[src/rtl/beq_pkg.sv]
package beq_pkg;

  localparam int STORE_DEPTH_DEF = 32;
  localparam int EVENT_WIDTH_DEF = 64;

  localparam logic [5:0]  CAPACITY_RESET    = 6'd32;
  localparam logic [15:0] MAX_PAYLOAD_RESET = 16'hFFFF;

  typedef enum logic [1:0] {
    OP_ENQUEUE = 2'd0,
    OP_DRAIN   = 2'd1,
    OP_CLEAR   = 2'd2
  } op_t;

  typedef enum logic [2:0] {
    STS_ACCEPTED = 3'd0,
    STS_DROPPED  = 3'd1,
    STS_DRAINED  = 3'd2,
    STS_EMPTY    = 3'd3,
    STS_CLEARED  = 3'd4
  } status_t;

  typedef enum logic [1:0] {
    CFG_QUEUE_CAPACITY = 2'd0,
    CFG_MAX_PAYLOAD    = 2'd1
  } cfg_reg_t;

  typedef enum logic [1:0] {
    S_IDLE,
    S_READ,
    S_SEND
  } state_t;

  typedef struct packed {
    logic [1:0]  op;
    logic [63:0] event_word;
    logic [15:0] payload_length;
    logic [5:0]  max_count;
  } in_item_t;

  typedef struct packed {
    logic [2:0]  status;
    logic [63:0] out_event;
    logic [15:0] out_length;
    logic        last;
    logic [31:0] accepted_total;
    logic [31:0] drained_total;
    logic [31:0] dropped_total;
    logic [31:0] backpressure_total;
    logic [5:0]  depth_now;
    logic [5:0]  high_water;
  } out_item_t;

  // controller to datapath
  typedef struct packed {
    logic enq;
    logic drain_start;
    logic pop;
    logic clr;
  } cmd_t;

  // datapath to controller
  typedef struct packed {
    logic admit;
    logic empty;
    logic last;
  } sts_t;

  typedef struct packed {
    logic [31:0] accepted_total;
    logic [31:0] drained_total;
    logic [31:0] dropped_total;
    logic [31:0] backpressure_total;
    logic [5:0]  depth_now;
    logic [5:0]  high_water;
  } stats_t;

endpackage

[src/rtl/beq_ctrl.sv]
module beq_ctrl (
  input  logic               clk,
  input  logic               rst_n,
  input  logic               in_valid,
  input  logic [1:0]         in_op,
  input  logic               out_stall,
  input  beq_pkg::sts_t      sts,
  output logic               in_stall,
  output logic               out_valid,
  output beq_pkg::status_t   status,
  output logic               last,
  output beq_pkg::cmd_t      cmd
);

  beq_pkg::state_t  state_r, state_nxt;
  beq_pkg::status_t status_r, status_nxt;
  logic             last_r, last_nxt;

  always_ff @(posedge clk) begin
    if (!rst_n) begin
      state_r <= beq_pkg::S_IDLE;
    end else begin
      state_r <= state_nxt;
    end
  end

  always_ff @(posedge clk) begin
    status_r <= status_nxt;
    last_r   <= last_nxt;
  end

  always_comb begin
    state_nxt  = state_r;
    status_nxt = status_r;
    last_nxt   = last_r;
    cmd        = '0;
    in_stall   = 1'b1;
    out_valid  = 1'b0;
    case (state_r)
      beq_pkg::S_IDLE: begin
        in_stall = 1'b0;
        if (in_valid) begin
          case (in_op)
            beq_pkg::OP_ENQUEUE: begin
              cmd.enq    = 1'b1;
              status_nxt = sts.admit ? beq_pkg::STS_ACCEPTED : beq_pkg::STS_DROPPED;
              last_nxt   = 1'b1;
              state_nxt  = beq_pkg::S_SEND;
            end
            beq_pkg::OP_DRAIN: begin
              if (sts.empty) begin
                status_nxt = beq_pkg::STS_EMPTY;
                last_nxt   = 1'b1;
                state_nxt  = beq_pkg::S_SEND;
              end else begin
                cmd.drain_start = 1'b1;
                state_nxt       = beq_pkg::S_READ;
              end
            end
            beq_pkg::OP_CLEAR: begin
              cmd.clr    = 1'b1;
              status_nxt = beq_pkg::STS_CLEARED;
              last_nxt   = 1'b1;
              state_nxt  = beq_pkg::S_SEND;
            end
            default: begin
              state_nxt = beq_pkg::S_IDLE;
            end
          endcase
        end
      end
      beq_pkg::S_READ: begin
        cmd.pop    = 1'b1;
        status_nxt = beq_pkg::STS_DRAINED;
        last_nxt   = sts.last;
        state_nxt  = beq_pkg::S_SEND;
      end
      beq_pkg::S_SEND: begin
        out_valid = 1'b1;
        if (!out_stall) begin
          state_nxt = last_r ? beq_pkg::S_IDLE : beq_pkg::S_READ;
        end
      end
      default: begin
        state_nxt = beq_pkg::S_IDLE;
      end
    endcase
  end

  assign status = status_r;
  assign last   = last_r;

endmodule

[src/rtl/beq_datapath.sv]
module beq_datapath #(
  parameter int STORE_DEPTH = beq_pkg::STORE_DEPTH_DEF,
  parameter int EVENT_WIDTH = beq_pkg::EVENT_WIDTH_DEF
) (
  input  logic                    clk,
  input  logic                    rst_n,
  input  beq_pkg::in_item_t       in_data,
  input  logic                    cfg_wr,
  input  logic [1:0]              cfg_index,
  input  logic [15:0]             cfg_data,
  input  beq_pkg::cmd_t           cmd,
  output beq_pkg::sts_t           sts,
  output beq_pkg::stats_t         stats,
  output logic [EVENT_WIDTH-1:0]  rd_event,
  output logic [15:0]             rd_length
);

  localparam int PTR_W = $clog2(STORE_DEPTH);
  localparam int CNT_W = $clog2(STORE_DEPTH + 1);

  logic [EVENT_WIDTH-1:0] event_mem [STORE_DEPTH];
  logic [15:0]            length_mem [STORE_DEPTH];

  logic [5:0]             capacity_r;
  logic [15:0]            max_payload_r;
  logic [PTR_W-1:0]       rd_ptr_r, wr_ptr_r;
  logic [CNT_W-1:0]       count_r, peak_r, rem_r;
  logic [31:0]            accepted_r, drained_r, dropped_r, backpressure_r;
  logic [EVENT_WIDTH-1:0] rd_event_r;
  logic [15:0]            rd_length_r;

  logic                   admit;
  logic [CNT_W-1:0]       drain_n;
  logic [CNT_W-1:0]       count_inc;

  always_comb begin
    admit = (in_data.payload_length <= max_payload_r) &&
            (32'(count_r) < 32'(capacity_r)) && (32'(count_r) < STORE_DEPTH);
    if (in_data.max_count == '0 || 32'(in_data.max_count) > 32'(count_r)) begin
      drain_n = count_r;
    end else begin
      drain_n = CNT_W'(in_data.max_count);
    end
    count_inc = count_r + CNT_W'(1);
  end

  function automatic logic [PTR_W-1:0] next_slot(input logic [PTR_W-1:0] p);
    logic [PTR_W-1:0] r;
    if (32'(p) == STORE_DEPTH - 1) begin
      r = '0;
    end else begin
      r = p + PTR_W'(1);
    end
    return r;
  endfunction

  always_ff @(posedge clk) begin
    if (!rst_n) begin
      capacity_r    <= beq_pkg::CAPACITY_RESET;
      max_payload_r <= beq_pkg::MAX_PAYLOAD_RESET;
    end else if (cfg_wr) begin
      case (cfg_index)
        beq_pkg::CFG_QUEUE_CAPACITY: capacity_r    <= cfg_data[5:0];
        beq_pkg::CFG_MAX_PAYLOAD:    max_payload_r <= cfg_data;
        default: begin
        end
      endcase
    end
  end

  always_ff @(posedge clk) begin
    if (!rst_n || cmd.clr) begin
      rd_ptr_r       <= '0;
      wr_ptr_r       <= '0;
      count_r        <= '0;
      peak_r         <= '0;
      accepted_r     <= '0;
      drained_r      <= '0;
      dropped_r      <= '0;
      backpressure_r <= '0;
      rem_r          <= '0;
    end else begin
      if (cmd.enq) begin
        if (admit) begin
          wr_ptr_r   <= next_slot(wr_ptr_r);
          count_r    <= count_inc;
          accepted_r <= accepted_r + 32'd1;
          if (count_inc > peak_r) begin
            peak_r <= count_inc;
          end
        end else begin
          dropped_r      <= dropped_r + 32'd1;
          backpressure_r <= backpressure_r + 32'd1;
        end
      end
      if (cmd.drain_start) begin
        count_r   <= count_r - drain_n;
        drained_r <= drained_r + 32'(drain_n);
        rem_r     <= drain_n;
      end
      if (cmd.pop) begin
        rd_ptr_r <= next_slot(rd_ptr_r);
        rem_r    <= rem_r - CNT_W'(1);
      end
    end
  end

  // store memory, one write and one registered read port
  always_ff @(posedge clk) begin
    if (cmd.enq && admit) begin
      event_mem[wr_ptr_r]  <= EVENT_WIDTH'(in_data.event_word);
      length_mem[wr_ptr_r] <= in_data.payload_length;
    end
    if (cmd.pop) begin
      rd_event_r  <= event_mem[rd_ptr_r];
      rd_length_r <= length_mem[rd_ptr_r];
    end
  end

  assign sts.admit = admit;
  assign sts.empty = (count_r == '0);
  assign sts.last  = (rem_r == CNT_W'(1));

  assign stats.accepted_total     = accepted_r;
  assign stats.drained_total      = drained_r;
  assign stats.dropped_total      = dropped_r;
  assign stats.backpressure_total = backpressure_r;
  assign stats.depth_now          = 6'(count_r);
  assign stats.high_water         = 6'(peak_r);

  assign rd_event  = rd_event_r;
  assign rd_length = rd_length_r;

endmodule

[src/rtl/bounded_event_queue_with_drop_stats.sv]
// Bounded event queue, drop-newest. An enqueue, a clear and an empty drain are
// each accepted; the single result appears in the next cycle and the block
// takes the next transaction in the cycle after that result is taken. An
// unused op is accepted, gives no result and the next transaction can follow
// right after it. A drain of n events is accepted and then, for each event,
// takes one registered read of the store memory followed by its result.
// Results of a drain all carry the statistics as they stand after the whole
// drain. Configuration writes are taken at any time (cfg_ready is tied high)
// and should only be made while the queue is idle. Store contents are not
// cleared by reset or by a clear.
module bounded_event_queue_with_drop_stats #(
  parameter int STORE_DEPTH = beq_pkg::STORE_DEPTH_DEF,
  parameter int EVENT_WIDTH = beq_pkg::EVENT_WIDTH_DEF
) (
  input  logic               clk,
  input  logic               rst_n,
  input  logic               in_valid,
  output logic               in_stall,
  input  beq_pkg::in_item_t  in_data,
  output logic               out_valid,
  input  logic               out_stall,
  output beq_pkg::out_item_t out_data,
  input  logic               cfg_valid,
  output logic               cfg_ready,
  input  logic [1:0]         cfg_index,
  input  logic [15:0]        cfg_data
);

  beq_pkg::cmd_t          cmd;
  beq_pkg::sts_t          sts;
  beq_pkg::stats_t        stats;
  beq_pkg::status_t       status;
  logic                   last;
  logic [EVENT_WIDTH-1:0] rd_event;
  logic [15:0]            rd_length;
  logic                   drained;

  assign cfg_ready = 1'b1;

  beq_ctrl u_ctrl (
    .clk       (clk),
    .rst_n     (rst_n),
    .in_valid  (in_valid),
    .in_op     (in_data.op),
    .out_stall (out_stall),
    .sts       (sts),
    .in_stall  (in_stall),
    .out_valid (out_valid),
    .status    (status),
    .last      (last),
    .cmd       (cmd)
  );

  beq_datapath #(
    .STORE_DEPTH (STORE_DEPTH),
    .EVENT_WIDTH (EVENT_WIDTH)
  ) u_datapath (
    .clk       (clk),
    .rst_n     (rst_n),
    .in_data   (in_data),
    .cfg_wr    (cfg_valid && cfg_ready),
    .cfg_index (cfg_index),
    .cfg_data  (cfg_data),
    .cmd       (cmd),
    .sts       (sts),
    .stats     (stats),
    .rd_event  (rd_event),
    .rd_length (rd_length)
  );

  assign drained = (status == beq_pkg::STS_DRAINED);

  always_comb begin
    out_data.status             = status;
    out_data.out_event          = drained ? 64'(rd_event) : '0;
    out_data.out_length         = drained ? rd_length : '0;
    out_data.last               = last;
    out_data.accepted_total     = stats.accepted_total;
    out_data.drained_total      = stats.drained_total;
    out_data.dropped_total      = stats.dropped_total;
    out_data.backpressure_total = stats.backpressure_total;
    out_data.depth_now          = stats.depth_now;
    out_data.high_water         = stats.high_water;
  end

  // no new transaction while a result is pending
  a_no_accept_while_result: assert property (@(posedge clk) disable iff (!rst_n)
    !in_stall |-> !out_valid)
    else $error("input taken while a result is pending");

  // only drained results may be non-final
  a_non_last_is_drain: assert property (@(posedge clk) disable iff (!rst_n)
    out_valid && !out_data.last |-> out_data.status == beq_pkg::STS_DRAINED)
    else $error("non-final result that is not a drained event");

  // a non-final drained result is followed by a read cycle and the next result
  a_drain_continues: assert property (@(posedge clk) disable iff (!rst_n)
    out_valid && !out_stall && !out_data.last |=> !out_valid ##1 out_valid)
    else $error("drain stopped before its final result");

endmodule
[config.mk]
export PLATFORM = sky130hd
export DESIGN_NAME = bounded_event_queue_with_drop_stats
export DESIGN_NICKNAME = d
export VERILOG_FILES = /design/src/rtl/beq_pkg.sv /design/src/rtl/beq_ctrl.sv /design/src/rtl/beq_datapath.sv /design/src/rtl/bounded_event_queue_with_drop_stats.sv
export SDC_FILE = /design/constraint.sdc
export NUM_CORES = 2
export LEC_CHECK = 0
export BUFFER_PORTS_ARGS = -buffer_cell sky130_fd_sc_hd__buf_4
export CAP_MARGIN = 10
export CORE_UTILIZATION = 52
export CTS_CLUSTER_SIZE = 8
export DETAILED_ROUTE_END_ITERATION = 8
export PLACE_DENSITY = 0.77
export SLEW_MARGIN = 10
export SYNTH_ARGS = -nofsm -noshare
export SYNTH_HDL_FRONTEND = slang
export SYNTH_SLANG_ARGS = --single-unit
[constraint.sdc]
create_clock -name clk -period 10.98 [get_ports clk]
set_input_delay 2.196 -clock clk [delete_from_list [all_inputs] [get_ports clk]]
set_output_delay 2.196 -clock clk [all_outputs]
set_load 0.01 [all_outputs]
=== Yosys cells after proc, flatten, opt, wreduce, memory -nomap -nowiden ===
Memories as Yosys holds them, arrays and structs flattened. A register that Yosys moved wholly into a read port is not among the register bits.
Cells that the tools add are included.

* Bitwise gates (word level): 1
* Mux-type cells: 38
* Reductions and logical operators: 25
* Add/sub/neg operators: 9
* Eq/ne operators: 14
* $lt $le $gt $ge: 5

{| class="wikitable"
|+ Operators with widths
! operator !! count
|-
| adder 32 x 1 -> 32 bit (second input constant) || 3
|-
| 2-to-1 mux 64 bit || 1
|-
| 2-to-1 mux 6 bit || 6
|-
| adder 32 x 6 -> 32 bit || 1
|-
| less-or-equal comparator 16 bit || 1
|-
| 2-to-1 mux 16 bit || 1
|-
| 2-to-1 mux 1 bit || 15
|-
| greater-than comparator 6 bit || 2
|-
| logical NOT 6 bit || 2
|-
| AND reduction 2 bit || 6
|-
| adder 5 x 1 -> 5 bit (second input constant) || 2
|-
| equality test 5 bit (second input constant) || 2
|-
| 2-to-1 mux 2 bit || 5
|-
| 2-to-1 mux 5 bit || 2
|-
| one-hot mux 3 bit (3 select lines) || 1
|-
| AND reduction 4 bit || 2
|-
| nonzero test 2 bit || 4
|-
| adder 6 x 1 -> 6 bit (second input constant) || 1
|-
| equality test 2 x 1 -> 1 bit (second input constant) || 3
|-
| equality test 6 x 1 -> 1 bit (second input constant) || 1
|-
| logical NOT 2 bit || 3
|-
| less-than comparator 6 bit || 1
|-
| less-than comparator 6 bit (second input constant) || 1
|-
| 2-to-1 mux 3 bit || 2
|-
| 17 further kinds || 24
|}

* Logic and storage cells: 108
* Output and inout port bits: 227
* RAM bits: 2,560
* Register bits: 184
* Memories: 2

{| class="wikitable"
|+ Memory list
! name !! words !! width !! read ports !! clocked after memory_dff !! write ports !! line !! source
|-
| u_datapath.event_mem || 32 || 64 || 1 || 1 || 1 || beq_datapath.sv:21 || <nowiki>logic [EVENT_WIDTH-1:0] event_mem [STORE_DEPTH];</nowiki>
|-
| u_datapath.length_mem || 32 || 16 || 1 || 1 || 1 || beq_datapath.sv:22 || <nowiki>logic [15:0] length_mem [STORE_DEPTH];</nowiki>
|}

=== Logic depth before layout (Yosys ltp) ===
* Depth in word-level cells: 8
* Gate-level depth with buffers: 18

=== Modules after synthesis ===
From an unflattened synthesis, not the netlist that was laid out.

* Cell total of the unflattened synthesis: 5,050
* Area, all modules: 110,324.6 sq um

{| class="wikitable"
|+ By module, submodules not included
! module !! instances !! cells each !! area each (sq um) !! sequential area each (sq um)
|-
| beq_datapath || 1 || 4,903 || 108,819.4 || 82,839.4
|-
| bounded_event_queue_with_drop_stats || 1 || 107 || 1,109.8 || 0.0
|-
| beq_ctrl || 1 || 40 || 395.4 || 160.2
|}

=== Worst setup path after synthesis ===
Ideal clock, no wire load.

* Path type: in2reg
* Start: input port in_data[17] (netlist name)
* End: memory u_datapath.event_mem[12][0] (netlist name), enable pin
* Stages on the path: 9
* Required time: 10.364 ns
* Setup slack: 1.003 ns
* Setup time: 0.616 ns
* Data arrival time: 9.361 ns
* Path through: ha_1 > nand2_1 > nor3_1 > or3_1 > nor3_4 > o21a_1 > clkbuf_1 > nand2_1 > nor3_1

* Longest elaborated chain between the ends: 6

{| class="wikitable"
|+ RTL lines
! element !! line !! source
|-
| start: declaration || bounded_event_queue_with_drop_stats.sv:19 || <nowiki>input beq_pkg::in_item_t in_data,</nowiki>
|-
| less-or-equal comparator 16 bit || beq_datapath.sv:37 || <nowiki>admit = (in_data.payload_length <= max_payload_r) &&</nowiki>
|-
| logical AND 1 bit || beq_datapath.sv:37 ||
|-
| logical AND 1 bit || beq_datapath.sv:38 || <nowiki>(32'(count_r) < 32'(capacity_r)) && (32'(count_r) < STORE_DEPTH);</nowiki>
|-
| logical AND 1 bit || beq_datapath.sv:110 || <nowiki>if (cmd.enq && admit) begin</nowiki>
|-
| 2-to-1 mux 1 bit || beq_datapath.sv:110 ||
|-
| 2-to-1 mux 1 bit (implied by the code) || beq_datapath.sv:111 || <nowiki>event_mem[wr_ptr_r] <= EVENT_WIDTH'(in_data.event_word);</nowiki>
|-
| end: declaration || beq_datapath.sv:21 ||
|}

Every way passes these cells.

=== Final worst setup path ===
* Start: input port in_data[17] (netlist name)
* End: memory u_datapath.event_mem[29][41] (netlist name), enable pin

Same word-level chain as after synthesis.

==> impl_metrics.yaml <==
global_route:
  grt_max_degree: 136
  grt_usage_pct: 28.7
  antenna_found_initial: 36
  overflow: 0
  grt_pass1_wl_mm: 431
  grt_pass1_vias: 58800
critical_path:
  endpoint_kind: "flip-flop"
  worstPathMaxFanout: 49
  worstSetupPathType: "input pin to flip-flop"
  worst_ep_required_time_ns: 11.50
  cp.arrival_ns: 7.34
  worst_r2r_path_depth: 9
  start_kind: "input pin"
flow_run:
  max_cap_violations: 0
route:
  drt-vias-per-instance: 6.82
  drt_iter0_drc: 8115
  dr.pass1.iters: 8
  drt-wirelength-per-cell_um: 35.8
  wl_mm: 304
  vias: 58000
  ant_nets: 0
  post-route-drc-count: 0
floorplanning:
  core-area_um2: 210000
  dieArea_um2: 213000
  ioPinCount: 338
  rows: 168
  start_util_pct: 52.4
  die_w_um: 462
  die_h_um: 462
timing:
  max-slew-margin-rel_pct: 10.1
  drv_slew: 0
  finalHoldViolCount: 0
  grt_setup_unrepaired: "false"
  fin_crit_sh_pct: 62.1
  worst_slew_pin_slew_ns: 1.35
  fmax_mhz: 147
  tns_ns: 0
  setup_viol: 0
  min_period_ns: 6.82
  fin_skew_ns: 0.0968
placed_design:
  portBuffers: 336
  dp.cells: 8025
  hpwl_mm: 149
  gp_congestion: 0.842
min_path:
  hold_depth: 2
  hold_class: "flip-flop to flip-flop"
logic_synthesis:
  ys_ff_latch: 2824
  ys_warn_count: 0
  synthCells: 5063
  ys.flop_type: "edfxtp_1"
  syn_nets: 5240
  yosysUniqueCellTypes: 73
  synth_enable_flop_cells: 2644
  ys_seq_area_share_pct: 75.5
  ys_async_sr_fraction_pct: 0
  syn_area_per_cell_um2: 21.7
  netlist_area_um2: 110000
finish:
  instances_no_fill: 8500
  num-nets-final: 5803
  drive_gt1_share_pct: 31.5
  area_growth_pct: 15.0
pwr:
  ir_drop_uv: 187
  p_leak_nw: 39.3
  power.density_nw_per_um2: 184
clocking:
  clk_path_buf_depth: 4
  clk_pin_slew_ns: 0.05
  cts_max_level: 5
  cts_buffers: 404
  cts.sinks: 2824
  insertion_delay_ns: 0.99
  cts_setup_buffers: 0
  cts_resized: 0
  ctsHoldBuffers: 0
  clockRootBuffer: "clkbuf_16"
  cts_tree: "yes"
run_status:
  outcome: "complete, no violations"
layout by cell type, fill, tap and decap left out, drive strengths merged, types with 72 or more instances in the layout:
master / n
inv: 87
and2: 88
mux4: 800
mux2: 81
edfxtp: 2644
o21ai: 79
dfxtp: 180
nor2: 72
buf: 421
clkbuf: 448
nand2: 112
a21oi: 130
cells in the mapped netlist, drive strengths merged, types with 4 or more instances:
master / count / area, um2
a211oi: 14 / 105
xor2: 15 / 131
o31ai: 31 / 233
and3b: 4 / 35.0
edfxtp: 2644 / 79400
a2111oi: 4 / 85.1
a21oi: 130 / 651
mux2i: 6 / 60.1
nor3b: 7 / 52.6
and2: 88 / 551
nor3: 26 / 141
ha: 64 / 801
dfxtp: 180 / 3600
a22oi: 5 / 66.3
xnor2: 26 / 228
or3: 57 / 357
o211a: 4 / 40.0
a21o: 10 / 75.1
or4: 35 / 267
nand4b: 5 / 43.8
nand4: 29 / 203
nor2b: 16 / 100
nand2: 112 / 420
nand2b: 4 / 25.0
inv: 79 / 297
nor4: 6 / 52.6
mux2: 81 / 912
o21ai: 79 / 399
or2: 4 / 25.0
a31oi: 8 / 50.1
mux4: 800 / 18000
nand3: 39 / 200
and4: 10 / 87.6
o21a: 7 / 52.6
buf: 54 / 295
clkbuf: 210 / 790
o2111ai: 5 / 43.8
nor2: 72 / 278
o211ai: 31 / 238
and3: 37 / 231
routing by layer:
layer | global-route usage [%] | vias up | share of wire [%]
met2 | 46.8 | 4611 | 49
met3 | 6.37 | 800 | 11
met5 | 0 | - | 0.052
li1 | - | 22200 | -
met1 | 37.1 | 30300 | 35
met4 | 12.7 | 24 | 4.6
path summary, 6_finish.rpt:
check | from | to | slack, ns
max | in_data[17] | u_datapath.event_mem[29][41] | 4.16
min | u_datapath.backpressure_r[31] | u_datapath.backpressure_r[31] | 0.48
max reg2reg | u_datapath.count_r[1] | u_datapath.event_mem[29][41] | 5.35
min reg2reg | u_datapath.backpressure_r[31] | u_datapath.backpressure_r[31] | 0.48
worst max-delay path, cell delays in order:
cell	delay [ns]
buf_4	0.32
ha_1	0.32
nand2_1	0.21
nor3_1	0.07
or3_1	0.41
nor3_4	0.43
o21a_1	1.11
nand2_1	0.36
nor2_4	0.19
buf_4	0.86
buf_4	0.72
metrics by stage:
step / util, % / power, W / hold slack (ns) / worst slack (ns) / instance area (um2)
after floorplan: - / 0.0122 / 0.472 / 1.00 / 110000
after global placement: 55.2 / 0.0125 / 0.462 / 3.77 / 116000
after detailed placement: 55.2 / 0.0125 / 0.475 / 3.63 / 116000
after CTS: 60.2 / 0.0233 / 0.482 / 4.40 / 126000
after global routing: 60.2 / 0.0238 / 0.504 / 4.10 / 126000
final: 60.2 / 0.0233 / 0.479 / 4.16 / 126000
final cells by class:
cell class,instances,area (um2)
clock inverters,10,113
multi-input cells,1895,25700
diodes,17,42.5
inverters,80,305
repair buffers,421,3220
clock buffers,448,10400
flip-flops and latches,2824,83000
fillers,13800,83400
well taps,2805,3510
sequential cells by signal, indices dropped and copies added (netlist names):
name and cells:
u_datapath.event_mem 2048, u_datapath.length_mem 512, u_datapath.rd_event 64, u_datapath.accepted_r 32, u_datapath.backpressure_r 32, u_datapath.drained_r 32, u_datapath.dropped_r 32, u_datapath.max_payload_r 16
u_datapath.rd_length 16, u_datapath.capacity_r 6, u_datapath.count_r 6, u_datapath.peak_r 6, u_datapath.rem_r 6, u_datapath.rd_ptr_r 5, u_datapath.wr_ptr_r 5, u_ctrl.status 3
u_ctrl.state_r 2, u_ctrl.last 1
report_power, final:
| part | switching (W) | leakage [nW] | total (W) | internal [W] |
|---|---|---|---|---|
| Clock | 0.00437 | 5.16 | 0.0109 | 0.00656 |
| Combinational | 0.000350 | 8.87 | 0.000514 | 0.000164 |
| Sequential | 0.0000163 | 25.2 | 0.0118 | 0.0118 |
logic make-up (layout without fill, tap and decap cells):
group           count (synthesis)  count (layout)  synth area share [%]
buf+inv                       344             959                  1.26
flops                        2824            2824                  75.5
other cells                     1              18               0.00341
compound gates                345             345                  2.00
xor+xnor                       41              41                 0.327
fa+ha+maj                      66              66                 0.765
simple gates                  555             555                  2.82
mux                           887             887                  17.3
Power figures use the tool's default switching activity.
